**src/design/msc_pkg.sv**
```systemverilog
// Shared types and constants for the MIPS subset core.
`timescale 1ns / 1ps
package msc_pkg;

  localparam int XLEN      = 32;
  localparam int REG_CNT   = 32;
  localparam int REG_IDX_W = 5;
  localparam int PLEN_W    = 30;
  localparam int CFG_IDX_W = 2;
  localparam int MD_STEPS  = 32;

  // configuration register indexes
  localparam logic [CFG_IDX_W-1:0] CFG_PROG_LEN   = 2'd0;
  localparam logic [CFG_IDX_W-1:0] CFG_INIT_TWO   = 2'd1;
  localparam logic [CFG_IDX_W-1:0] CFG_INIT_THREE = 2'd2;

  localparam logic [REG_IDX_W-1:0] REG_TWO   = 5'd2;
  localparam logic [REG_IDX_W-1:0] REG_THREE = 5'd3;
  localparam logic [REG_IDX_W-1:0] REG_LINK  = 5'd31;

  // opcode field
  localparam logic [5:0] OP_SPECIAL = 6'h00;
  localparam logic [5:0] OP_BEQ     = 6'h04;
  localparam logic [5:0] OP_BNE     = 6'h05;
  localparam logic [5:0] OP_LW      = 6'h2A;
  localparam logic [5:0] OP_SW      = 6'h2B;

  // low 11 bits
  localparam logic [10:0] FN_ADD  = 11'h020;
  localparam logic [10:0] FN_SUB  = 11'h022;
  localparam logic [10:0] FN_MFHI = 11'h010;
  localparam logic [10:0] FN_MFLO = 11'h012;
  localparam logic [10:0] FN_LIS  = 11'h014;
  localparam logic [10:0] FN_SLT  = 11'h02A;
  localparam logic [10:0] FN_SLTU = 11'h02B;

  // low 16 bits
  localparam logic [15:0] FN_MULT  = 16'h0018;
  localparam logic [15:0] FN_MULTU = 16'h0019;
  localparam logic [15:0] FN_DIV   = 16'h001A;
  localparam logic [15:0] FN_DIVU  = 16'h001B;

  // low 21 bits
  localparam logic [20:0] FN_JR   = 21'h000008;
  localparam logic [20:0] FN_JALR = 21'h000009;

  localparam logic [31:0] SIGN_BIT = 32'h8000_0000;

  typedef enum logic [2:0] {
    ST_CLEAR,
    ST_IDLE,
    ST_DEC,
    ST_AMOD,
    ST_MEM,
    ST_LOAD,
    ST_MD,
    ST_OUT
  } core_state_t;

  typedef enum logic [1:0] {
    MD_IDLE,
    MD_RUN,
    MD_FIX
  } md_state_t;

  typedef struct packed {
    logic start;
    logic is_div;
    logic is_signed;
  } md_req_t;

  typedef struct packed {
    logic        done;
    logic [31:0] hi;
    logic [31:0] lo;
  } md_rsp_t;

endpackage

```
**src/design/msc_muldiv.sv**
```systemverilog
// Iterative multiply / divide unit, one bit per cycle on a shared 34-bit adder.
`timescale 1ns / 1ps
module msc_muldiv
  import msc_pkg::*;
(
  input  logic            clk,
  input  logic            rst_n,
  input  md_req_t         req,
  input  logic [XLEN-1:0] op_a,
  input  logic [XLEN-1:0] op_b,
  output md_rsp_t         rsp
);

  md_state_t    state_r, state_nxt;
  logic [4:0]   cnt_r, cnt_nxt;
  logic [63:0]  acc_r, acc_nxt;
  logic [31:0]  m_r, m_nxt;
  logic         div_r, div_nxt;
  logic         neg_p_r, neg_p_nxt;
  logic         neg_r_r, neg_r_nxt;

  logic [32:0]  add_x;
  logic [32:0]  add_y;
  logic         add_inv;
  logic [33:0]  add_sum;
  logic [63:0]  prod_neg;

  always_ff @(posedge clk) begin
    if (!rst_n) begin
      state_r <= MD_IDLE;
      cnt_r   <= '0;
    end else begin
      state_r <= state_nxt;
      cnt_r   <= cnt_nxt;
    end
  end

  always_ff @(posedge clk) begin
    acc_r   <= acc_nxt;
    m_r     <= m_nxt;
    div_r   <= div_nxt;
    neg_p_r <= neg_p_nxt;
    neg_r_r <= neg_r_nxt;
  end

  // shared adder: multiply adds, divide subtracts
  always_comb begin
    if (div_r) begin
      add_x   = {acc_r[63:32], acc_r[31]};
      add_y   = ~{1'b0, m_r};
      add_inv = 1'b1;
    end else begin
      add_x   = {1'b0, acc_r[63:32]};
      add_y   = acc_r[0] ? {1'b0, m_r} : '0;
      add_inv = 1'b0;
    end
    add_sum = {1'b0, add_x} + {1'b0, add_y} + {33'd0, add_inv};
  end

  assign prod_neg = 64'd0 - acc_r;

  always_comb begin
    state_nxt = state_r;
    cnt_nxt   = cnt_r;
    acc_nxt   = acc_r;
    m_nxt     = m_r;
    div_nxt   = div_r;
    neg_p_nxt = neg_p_r;
    neg_r_nxt = neg_r_r;
    rsp       = '0;
    unique case (state_r)
      MD_IDLE: begin
        if (req.start) begin
          acc_nxt   = {32'd0, (req.is_signed && op_a[31]) ? 32'd0 - op_a : op_a};
          m_nxt     = (req.is_signed && op_b[31]) ? 32'd0 - op_b : op_b;
          div_nxt   = req.is_div;
          neg_p_nxt = req.is_signed && (op_a[31] ^ op_b[31]);
          neg_r_nxt = req.is_signed && op_a[31];
          cnt_nxt   = '0;
          state_nxt = MD_RUN;
        end
      end
      MD_RUN: begin
        if (div_r) begin
          acc_nxt = add_sum[33] ? {add_sum[31:0], acc_r[30:0], 1'b1}
                                : {acc_r[62:0], 1'b0};
        end else begin
          acc_nxt = {add_sum[32:0], acc_r[31:1]};
        end
        cnt_nxt = cnt_r + 5'd1;
        if (cnt_r == 5'(MD_STEPS - 1)) begin
          state_nxt = MD_FIX;
        end
      end
      MD_FIX: begin
        rsp.done = 1'b1;
        if (div_r) begin
          rsp.lo = neg_p_r ? 32'd0 - acc_r[31:0] : acc_r[31:0];
          rsp.hi = neg_r_r ? 32'd0 - acc_r[63:32] : acc_r[63:32];
        end else begin
          rsp.lo = neg_p_r ? prod_neg[31:0] : acc_r[31:0];
          rsp.hi = neg_p_r ? prod_neg[63:32] : acc_r[63:32];
        end
        state_nxt = MD_IDLE;
      end
      default: begin
        state_nxt = MD_IDLE;
      end
    endcase
  end

endmodule

```
**config.mk**
```make
export PLATFORM = sky130hd
export DESIGN_NAME = msc_muldiv
export DESIGN_NICKNAME = d
export VERILOG_FILES = /design/src/design/msc_pkg.sv /design/src/design/msc_muldiv.sv
export SDC_FILE = /design/constraint.sdc
export NUM_CORES = 1
export LEC_CHECK = 0
export BUFFER_PORTS_ARGS = -buffer_cell sky130_fd_sc_hd__buf_2
export CAP_MARGIN = 20
export CORE_ASPECT_RATIO = 0.5
export CORE_MARGIN = 2
export CORE_UTILIZATION = 45
export DETAILED_ROUTE_END_ITERATION = 6
export PLACE_DENSITY = 0.67
export SLEW_MARGIN = 20
export SYNTH_ARGS = -nofsm -noshare
export SYNTH_HDL_FRONTEND = slang
export SYNTH_SLANG_ARGS = --single-unit
```
**constraint.sdc**
```tcl
create_clock -name clk -period 4 [get_ports clk]
set_input_delay 0.8 -clock clk [delete_from_list [all_inputs] [get_ports clk]]
set_output_delay 0.8 -clock clk [all_outputs]
set_load 0.02 [all_outputs]
```
==> Yosys cells after proc, flatten, opt, wreduce, memory -nomap -nowiden <==
Cells that the tools add are included.
{ "word_totals": {"output_inout_bits": 65, "inputBits": 69, "regBits": 106} }
{ "classes": {"n_mux": 21, "reduce_logical": 8, "n_eq_ne": 5, "addsub": 8, "bitwise_logic": 2} }
{ "op_table": {"columns": ["op", "count"], "rows": [
  ["$mux W64", 4],
  ["$mux W32", 7],
  ["$pmux W64 S2", 1],
  ["$sub A1 B32 Y32 const A", 4],
  ["$mux W33", 2],
  ["$mux W65", 1],
  ["$sub A1 B64 Y64 const A", 1],
  ["$add A33 B33 Y34", 1],
  ["$add A34 B1 Y34", 1],
  ["$not A32 Y33", 1],
  ["$pmux W5 S2", 1],
  ["$reduce_and A2 Y1", 3],
  ["$add A5 B1 Y5 const B", 1],
  ["$eq A5 B5 Y1 const B", 1],
  ["$mux W5", 1],
  ["$mux W2", 2],
  ["$ne A2 B2 Y1 const B", 2],
  ["$pmux W2 S2", 1],
  ["$logic_and A1 B1 Y1", 3],
  ["$eq A2 B1 Y1 const B", 1],
  ["$eq A2 B2 Y1 const B", 1],
  ["$logic_not A2 Y1", 1],
  ["$reduce_bool A2 Y1", 1],
  ["$mux W1", 1],
  ["$xor A1 B1 Y1", 1]
]} }

==> Depth between registers and ports, before layout <==
Gate-level depths: netlist of run 1.
{ "depth": {"ltp_word": 7, "mapped_depth": 16, "mapped_depth_nobuf": 14} }

==> Worst setup path before layout of run 1 <==
No wires, ideal clock.
{ "synth_timing": {"path_type": "reg2reg", "from": "register div_r", "to": "register acc_r[38] (data pin)", "path_stages_with_launch": 15, "path_buffers": 4, "arrival_ns": 4.010, "path_slack_ns": -0.275, "period_less_slack_ns": 4.275, "path_cell_list": "edfxtp_1 -> clkbuf_1 -> clkbuf_1 -> clkbuf_1 -> mux2_2 -> ha_1 -> a21oi_1 -> o21ai_0 -> a211oi_1 -> a21oi_1 -> or2_2 -> or2_1 -> buf_2 -> a222oi_1 -> nor2_1"} }
{ "synth_via": {"elab_chain_len": 6, "word_cells_on_any_way": 8, "cone_classes": "add/sub (2); mux (6)"} }
{ "synth_lines": {"columns": ["element", "line", "rtl"], "rows": [
  ["start, declared", "msc_muldiv.sv:18", "logic div_r, div_nxt;"],
  ["start signal, assigned", "msc_muldiv.sv:41", "div_r <= div_nxt;"],
  ["$mux W33", "msc_muldiv.sv:48", "if (div_r) begin"],
  ["$add A33 B33 Y34", "msc_muldiv.sv:57", "add_sum = {1'b0, add_x} + {1'b0, add_y} + {33'd0, add_inv};"],
  ["$add A34 B1 Y34", "msc_muldiv.sv:57", null],
  ["$mux W64", "msc_muldiv.sv:85", "acc_nxt = add_sum[33] ? {add_sum[31:0], acc_r[30:0], 1'b1}"],
  ["$mux W64 (*)", "msc_muldiv.sv:84", "if (div_r) begin"],
  ["$pmux W64 S2 (*)", "msc_muldiv.sv:71", "unique case (state_r)"],
  ["end signal, assigned", "msc_muldiv.sv:39", "acc_r <= acc_nxt;"],
  ["end, declared", "msc_muldiv.sv:16", "logic [63:0] acc_r, acc_nxt;"]
]} }
Every way passes the cells marked *; elsewhere a longest branch is shown, timed or not.
A chain may end at the register's enable or synchronous reset.

==> impl_metrics.csv, run 1 <==
group,metric,value,unit
global_route,grt.overflow.total,0,
global_route,grt_max_degree,68,
cells_and_area,multi_input_area,0.00730,mm^2
detailed_routing,vias,10800,
sta,tightest_slew,781,ps
sta,relSlewSlack,47.5,%
detailed_routing,first_pass_iters,5,
synthesis,synth-edff-count,99,
detailed_routing,drc,0,
setup_path,startpoint_type,"flip-flop",
synthesis,ys_warn_count,0,
place,port_buffers,133,
setup_path,crit_end,"rsp[59]",
synthesis,ys_ff_latch,106,
sta,hold_viol_final,0,
detailed_routing,routed_wl,34.6,mm
sta,rsz0062_at_grt,"true",
global_route,grt_pass1_wl,53.9,mm
power,power_frac_comb,49.1,%
setup_path,slowest_delay,570,ps
cells_and_area,fill_cells,2140,
hold_path,hp-class,"flip-flop to flip-flop",
clock_network,ctsRootBufferMaster,"clkbuf_16",
setup_path,worstReg2RegEnd,"acc_r[55]",
sta,slew_violations,0,
floorplan,io_pins,134,
global_route,antenna_found_initial,0,
floorplan,die_y,112,um
cells_and_area,area_delta_synth_final,26.5,%
power,internal_power,0.00292,W
clock_network,cts_buffers,9,
clock_network,cts.clk_slew.worst_paths,70,ps
run_status,status,"complete, but fails checks",
sta,setup_viol,2,
setup_path,endpoint_kind,"output pin",
cells_and_area,post-route-util,58.0,%
setup_path,timing.rr.start,"acc_r[52]",
clock_network,clk_latency,370,ps
setup_path,critical_path_required,3200,ps
power,power_leakage,5.53,nW
synthesis,yosysSeqAreaShare,29.7,%
setup_path,reg2reg_depth,17,
setup_path,crit_slowest_cell,"or4_4",
synthesis,synth_flop_cell,"edfxtp_1",
place,hpwl,26.0,mm
synthesis,syn-mean-instance-area,8.11,um^2
sta,setup_slack,-81.0,ps
setup_path,path_cells,"or4_4 > or4_4 > or4_4 > or3_4 > o21ai_2 > a22oi_2 > xnor2_2 > nor2_1 > buf_4",
floorplan,start_util,45.9,%
setup_path,crit_arrival,3280,ps
detailed_routing,viasPerCell,5.88,
cells_and_area,seqCellArea,0.00311,mm^2
detailed_routing,ant_nets,0,
detailed_routing,wire_per_inst,18.8,um
sta,post-route-period-util,102,%
cells_and_area,final_nets,1636,
floorplan,num_rows,39,
power,p_sw_share,39.5,%
detailed_routing,first_iter_violations,1146,
synthesis,syn_inst,1291,
synthesis,syn-num-nets,1399,
power,vdd_drop_max,0.204,mV
cells_and_area,diodes,0,
power,power_switching,0.00191,W
floorplan,die_area,0.0246,mm^2
synthesis,synth_top_area_share,28.4,%
setup_path,critPathKind,"flip-flop to output pin",
power,p_per_area,364,mW/mm^2
sta,skew,14.8,ps
floorplan,core_area,0.0228,mm^2
run_status,violations,"negative setup slack",
clock_network,htreeDepth,3,
power,fin_total_pwr,0.00483,W
sta,max_freq,245,MHz
synthesis,yosys.area.top_type,"edfxtp_1",
job,drv_cap,0,
synthesis,async_flop_share,0,%
cells_and_area,drive_above_1_share,27.2,%
setup_path,crit_top_cell,"or4_4",
floorplan,die_w,220,um
clock_network,cts_tree,"built",
place,place_ws,-70.6,ps
synthesis,synthesis.area,0.0105,mm^2
setup_path,r2r_setup_slack,90,ps
clock_network,cts.sinks,106,
power,pwr-share-clk,19.0,%
place,gp_congestion,0.924,
power,power_frac_seq,31.9,%
setup_path,crit_start,"acc_r[51]",
sta,fin_crit,4080,ps
synthesis,synth_area_leaders,"edfxtp_1 (28%), xor2_1 (6.3%), nor2_1 (6.1%)",
clock_network,clockBufferDepth,2,
synthesis,synth.distinct_cells,73,
global_route,grt_usage,27.5,%
global_route,grt_pass1_vias,10200,
setup_path,crit_fanout,4,
==> worst min path at each step <==
stage	from	end	slack, ps	cells after the start
2_1_floorplan	cnt_r[3]	cnt_r[3]	410	1
3_5_place_dp	cnt_r[3]	cnt_r[3]	440	1
3_3_place_gp	cnt_r[3]	cnt_r[3]	430	1
4_1_cts	cnt_r[3]	cnt_r[3]	450	1
6_report	cnt_r[3]	cnt_r[3]	450	1
5_1_grt	cnt_r[3]	cnt_r[3]	470	1
==> final cells by class <==
class	instances	share of cell area (%)
multi-input cells	1080	55.1
clock inverters	6	0.482
inverters	26	0.737
clock buffers	10	1.73
repair buffers	305	15.5
well taps	307	2.90
flip-flops and latches	106	23.5
==> logic make-up (layout without fill, tap and decap cells) <==
family	count (synthesis)	count (layout)	synth area share, %
simple gates	474	475	21.7
compound gates	358	358	21.4
xor+xnor	144	144	12.0
flops	106	106	29.7
buf+inv	106	347	3.90
mux	64	64	6.46
fa+ha+maj	39	39	4.80
==> flip-flops by register name (all words and copies together), names as in the netlist <==
signal / cells
acc_r: 64
cnt_r: 5
div_r: 1
m_r: 32
neg_p_r: 1
neg_r_r: 1
state_r: 2
==> metal layers <==
| metal | part of all wire (%) | global-route usage, % |
|---|---|---|
| met4 | 2.5 | 8.28 |
| met2 | 45 | 42.6 |
| met1 | 46 | 40.1 |
| met5 | 0 | 0 |
| met3 | 6.8 | 3.28 |
==> critical path, delay by kind of cell (launching register included) <==
kind            cells  cell delay, ps
compound gates      2             270
xor+xnor            1             200
buf+inv             1             180
flops               1             400
simple gates        5            1850
==> timing repair <==
action / 4_1_cts / 5_1_grt
endpoints found under the setup margin: 37 / 54
resized for setup: 24 / 49
hold buffers: 0 / 0
setup buffers: 21 / 20
gates cloned: 1 / 1
pin swaps: 16 / 25
==> cells in the mapped netlist, types with 7 or more instances <==
master	n
a21oi_1	120
and2_1	12
nor2_1	171
nand2_1	116
xor2_1	75
buf_1	8
or3_1	25
dfxtp_1	7
nor2b_1	11
mux2i_1	35
or4_1	19
o41ai_1	13
a21o_1	16
nand4_1	9
nor3_1	20
o21ai_0	88
a31oi_1	14
a211oi_1	9
ha_1	37
clkbuf_1	69
xnor2_1	69
o31ai_1	19
nand3_1	28
a22oi_1	10
o21a_1	10
mux2_2	29
edfxtp_1	99
inv_1	26
nand2b_1	12
nor4_1	19
==> cell usage in the layout, fill, tap and decap left out, types with 12 or more instances in the layout <==
master / instances
xor2_1: 73
a31oi_1: 13
mux2i_1: 35
nand2_1: 114
a21oi_1: 114
o31ai_1: 19
buf_4: 170
a21o_1: 16
buf_2: 127
nor4_1: 16
nand3_1: 26
and2_1: 12
nor2_1: 170
edfxtp_1: 99
mux2_2: 29
inv_1: 23
xnor2_1: 67
nor3_1: 20
ha_1: 36
o21ai_0: 83
or3_1: 21
==> power by group through the flow <==
stage	clock (W)	combinational [W]	sequential, W
after floorplan	0	0.00136	0.00151
after global placement	0	0.00209	0.00157
after detailed placement	0	0.00212	0.00157
after CTS	0.000926	0.00220	0.00154
after global routing	0.000970	0.00256	0.00155
final	0.000919	0.00237	0.00154
==> through the flow <==
stage | cells | setup TNS [ps] | cell area [um^2] | hold slack [ps]
floorplan | 1291 | 0 | 10500 | 414
CTS | 1819 | -124 | 12800 | 452
detailed placement | 1781 | -89.7 | 12300 | 443
finish | 1840 | -98.4 | 13300 | 455
global placement | 1781 | 0 | 12300 | 435
global route | 1840 | -779 | 13300 | 467
Power figures use the tool's default switching activity.
==> inputs of run 2 (changes only) <==
--- a/config.mk
+++ b/config.mk
@@ -5,13 +5,13 @@
 export SDC_FILE = /design/constraint.sdc
 export NUM_CORES = 1
 export LEC_CHECK = 0
+export ABC_AREA = 1
 export BUFFER_PORTS_ARGS = -buffer_cell sky130_fd_sc_hd__buf_2
 export CAP_MARGIN = 20
 export CORE_ASPECT_RATIO = 0.5
-export CORE_MARGIN = 2
 export CORE_UTILIZATION = 45
 export DETAILED_ROUTE_END_ITERATION = 6
-export PLACE_DENSITY = 0.67
+export PLACE_DENSITY = 0.66
 export SLEW_MARGIN = 20
 export SYNTH_ARGS = -nofsm -noshare
 export SYNTH_HDL_FRONTEND = slang
==> run 2 against run 1 <==
Against the previous run: the flow now finishes without violations; sequential cell count unchanged; via count is 32% higher; wire length increased by 27%; die area increased by 18%; hold slack gained 24 ps; count of clock-buffer cells in the layout is 2 higher; critical path depth unchanged; sequential share of layout area down 1.3 points; cell area is 5.9% higher; synthesized cell count rose by 67%; largest cell class unchanged.
==> impl_metrics.csv, run 2 <==
group,metric,value,unit
sta,hold_viol_final,0,
power,vdd_drop_max,0.247,mV
cells_and_area,post-route-util,50.7,%
global_route,grt.overflow.total,0,
cells_and_area,seqCellArea,0.00311,mm^2
synthesis,synth_area_leaders,"edfxtp_1 (23%), nand2_1 (18%), inv_1 (9.6%)",
setup_path,critPathKind,"flip-flop to output pin",
cells_and_area,drive_above_1_share,10.2,%
synthesis,synth.distinct_cells,52,
floorplan,num_rows,43,
setup_path,critPathBufInv,4,
power,pwr-share-clk,21.5,%
cells_and_area,regMostFlops,"acc_r",
synthesis,ys_warn_count,0,
floorplan,die_area,0.0289,mm^2
cells_and_area,largest_reg_flops,64,
detailed_routing,first_iter_violations,1342,
hold_path,hp-class,"flip-flop to flip-flop",
sta,max_freq,275,MHz
setup_path,crit_cells,9,
synthesis,syn-num-nets,2268,
setup_path,endpoint_kind,"output pin",
synthesis,yosys.area.top_type,"edfxtp_1",
floorplan,core_area,0.0277,mm^2
synthesis,netlist_top_cells_count,"nand2_1 (608), inv_1 (326), nor2_1 (242), nand3_1 (203), o21ai_0 (188)",
detailed_routing,routed_wl,43.9,mm
clock_network,cts_tree,"built",
cells_and_area,final_nets,2367,
cells_and_area,multi_input_area,0.00795,mm^2
power,power_switching,0.00200,W
floorplan,start_util,45.8,%
sta,rsz0062_at_grt,"false",
clock_network,cts.sinks,106,
run_status,status,"finished, final reports clean",
setup_path,critical_path_required,3200,ps
cells_and_area,reg_top3,"acc_r: 64 flops, m_r: 32 flops, cnt_r: 5 flops",
synthesis,async_flop_share,0,%
cells_and_area,area_delta_synth_final,10.7,%
sta,skew,17.5,ps
clock_network,cts_buffers,9,
setup_path,path_cells,"inv_4 > buf_4 > buf_4 > nor4_1 > nor2_1 > nand3_1 > nand2_1 > nor2_1 > buf_2",
detailed_routing,viasPerCell,5.38,
power,p_per_area,318,mW/mm^2
place,port_buffers,133,
setup_path,reg2reg_depth,18,
clock_network,clockBufferDepth,2,
sta,post-route-period-util,91.1,%
setup_path,r2r_setup_slack,450,ps
synthesis,syn_inst,2160,
setup_path,startpoint_type,"flip-flop",
synthesis,syn-mean-instance-area,5.87,um^2
setup_path,path_delay_family,"simple AND/OR/NAND/NOR gates",
global_route,grt_usage,30.9,%
setup_path,crit_start,"div_r",
power,power_leakage,7.06,nW
floorplan,die_y,121,um
global_route,grt_max_degree,80,
cells_and_area,fill_cells,2968,
sta,setup_viol,0,
synthesis,yosysMostFrequentCell,"nand2_1",
setup_path,crit_arrival,2840,ps
cells_and_area,diodes,0,
setup_path,timing.rr.start,"div_r",
place,gp_congestion,1.00,
global_route,grt_pass1_wl,68.7,mm
setup_path,crit_end,"rsp[43]",
setup_path,slowest_delay,560,ps
detailed_routing,drc,0,
setup_path,crit_slowest_cell,"nor4_1",
power,internal_power,0.00246,W
setup_path,worstReg2RegEnd,"acc_r[47]",
synthesis,yosysSeqAreaShare,24.5,%
detailed_routing,wire_per_inst,16.6,um
synthesis,synth_flop_cell,"edfxtp_1",
sta,tns,0,ps
clock_network,clk_latency,390,ps
sta,tightest_slew,723,ps
synthesis,synth_top_area_share,23.4,%
detailed_routing,vias,14200,
synthesis,ys_ff_latch,106,
clock_network,ctsResizeCount,0,
global_route,antenna_found_initial,0,
power,fin_total_pwr,0.00446,W
synthesis,synth-edff-count,99,
synthesis,synthesis.area,0.0127,mm^2
clock_network,htreeDepth,3,
clock_network,ctsRootBufferMaster,"clkbuf_16",
floorplan,io_pins,134,
cells_and_area,final_cell_mix,"nand2_1 (608), inv_1 (325), nor2_1 (241)",
cells_and_area,layout_commonest_cell,"nand2_1",
clock_network,postCtsHoldBufs,0,
detailed_routing,ant_nets,0,
global_route,grt_pass1_vias,12800,
power,power_frac_comb,43.9,%
sta,fin_crit,3640,ps
hold_path,worstHoldPathCells,2,
power,power_frac_seq,34.6,%
power,p_sw_share,44.8,%
sta,slew_violations,0,
clock_network,cts_setup_buffers,0,
setup_path,crit_fanout,67,
detailed_routing,first_pass_iters,6,
sta,relSlewSlack,51.7,%
floorplan,die_w,239,um
clock_network,cts.clk_slew.worst_paths,80,ps
job,drv_cap,0,
place,hpwl,34.7,mm
[run 2: cell count changes after synthesis, moves of 46 or more]
cell     change
nand2_1    +492
inv_1      +300
nand3_1    +175
o21ai_0    +100
nor2_1      +71
xnor2_1     -61
nand4_1     +46
[run 2: tightest hold or removal path: stages (launching register included)]
cell	delay, ps
dfxtp_1	320
nand2_1	60
a21oi_1	60
[run 2: cells by family (layout without fill, tap and decap cells)]
family	Yosys count	in the layout	share of synthesized area [%]
and+or+nand+nor	1191	1191	40.2
DFF	106	106	24.5
xor gates and xnor gates	49	49	3.38
adders and majority gates	39	39	3.97
buffers and inverters	415	519	12.8
AOI/OAI and AO/OA	360	360	15.0
[run 2: power groups by stage]
stage | logic [W] | registers [W] | clock network, W
3_5_place_dp | 0.00190 | 0.00156 | 0
3_3_place_gp | 0.00190 | 0.00156 | 0
4_1_cts | 0.00191 | 0.00154 | 0.000967
6_report | 0.00196 | 0.00154 | 0.000959
2_1_floorplan | 0.00137 | 0.00150 | 0
5_1_grt | 0.00219 | 0.00156 | 0.00101
[run 2: final cells by class]
type,instances,area share [%]
clock inverters,4,0.214
well taps,382,3.40
repair buffers,165,6.63
multi-input cells,1639,56.6
flip-flops and latches,106,22.2
clock buffers,12,1.91
inverters,338,9.06
[run 2: worst min path at each step]
stage,startpoint,to,slack (ps)
after floorplan,cnt_r[3],cnt_r[3],450
after global placement,cnt_r[3],cnt_r[3],450
after detailed placement,cnt_r[3],cnt_r[3],460
after CTS,cnt_r[3],cnt_r[3],480
after global routing,cnt_r[3],cnt_r[3],510
final,cnt_r[3],cnt_r[3],480
[run 2: per-layer routing]
layer / GRT usage [%] / share of wire, % / wire length, um / vias up
li1: - / - / - / 7230
met3: 6.39 / 9.0 / 3970 / 88
met5: 0 / 0 / 0 / -
met2: 46.1 / 42 / 18400 / 590
met1: 43.7 / 46 / 20000 / 6330
met4: 11.3 / 3.4 / 1470 / 0
[run 2: through the flow]
stage	cell area (um^2)	std cells	hold WS (ps)	setup WS, ps
6_report	14000	2646	479	357
5_1_grt	14000	2646	513	101
3_5_place_dp	13700	2630	464	547
4_1_cts	14000	2646	475	384
3_3_place_gp	13700	2630	455	593
2_1_floorplan	12700	2160	445	478
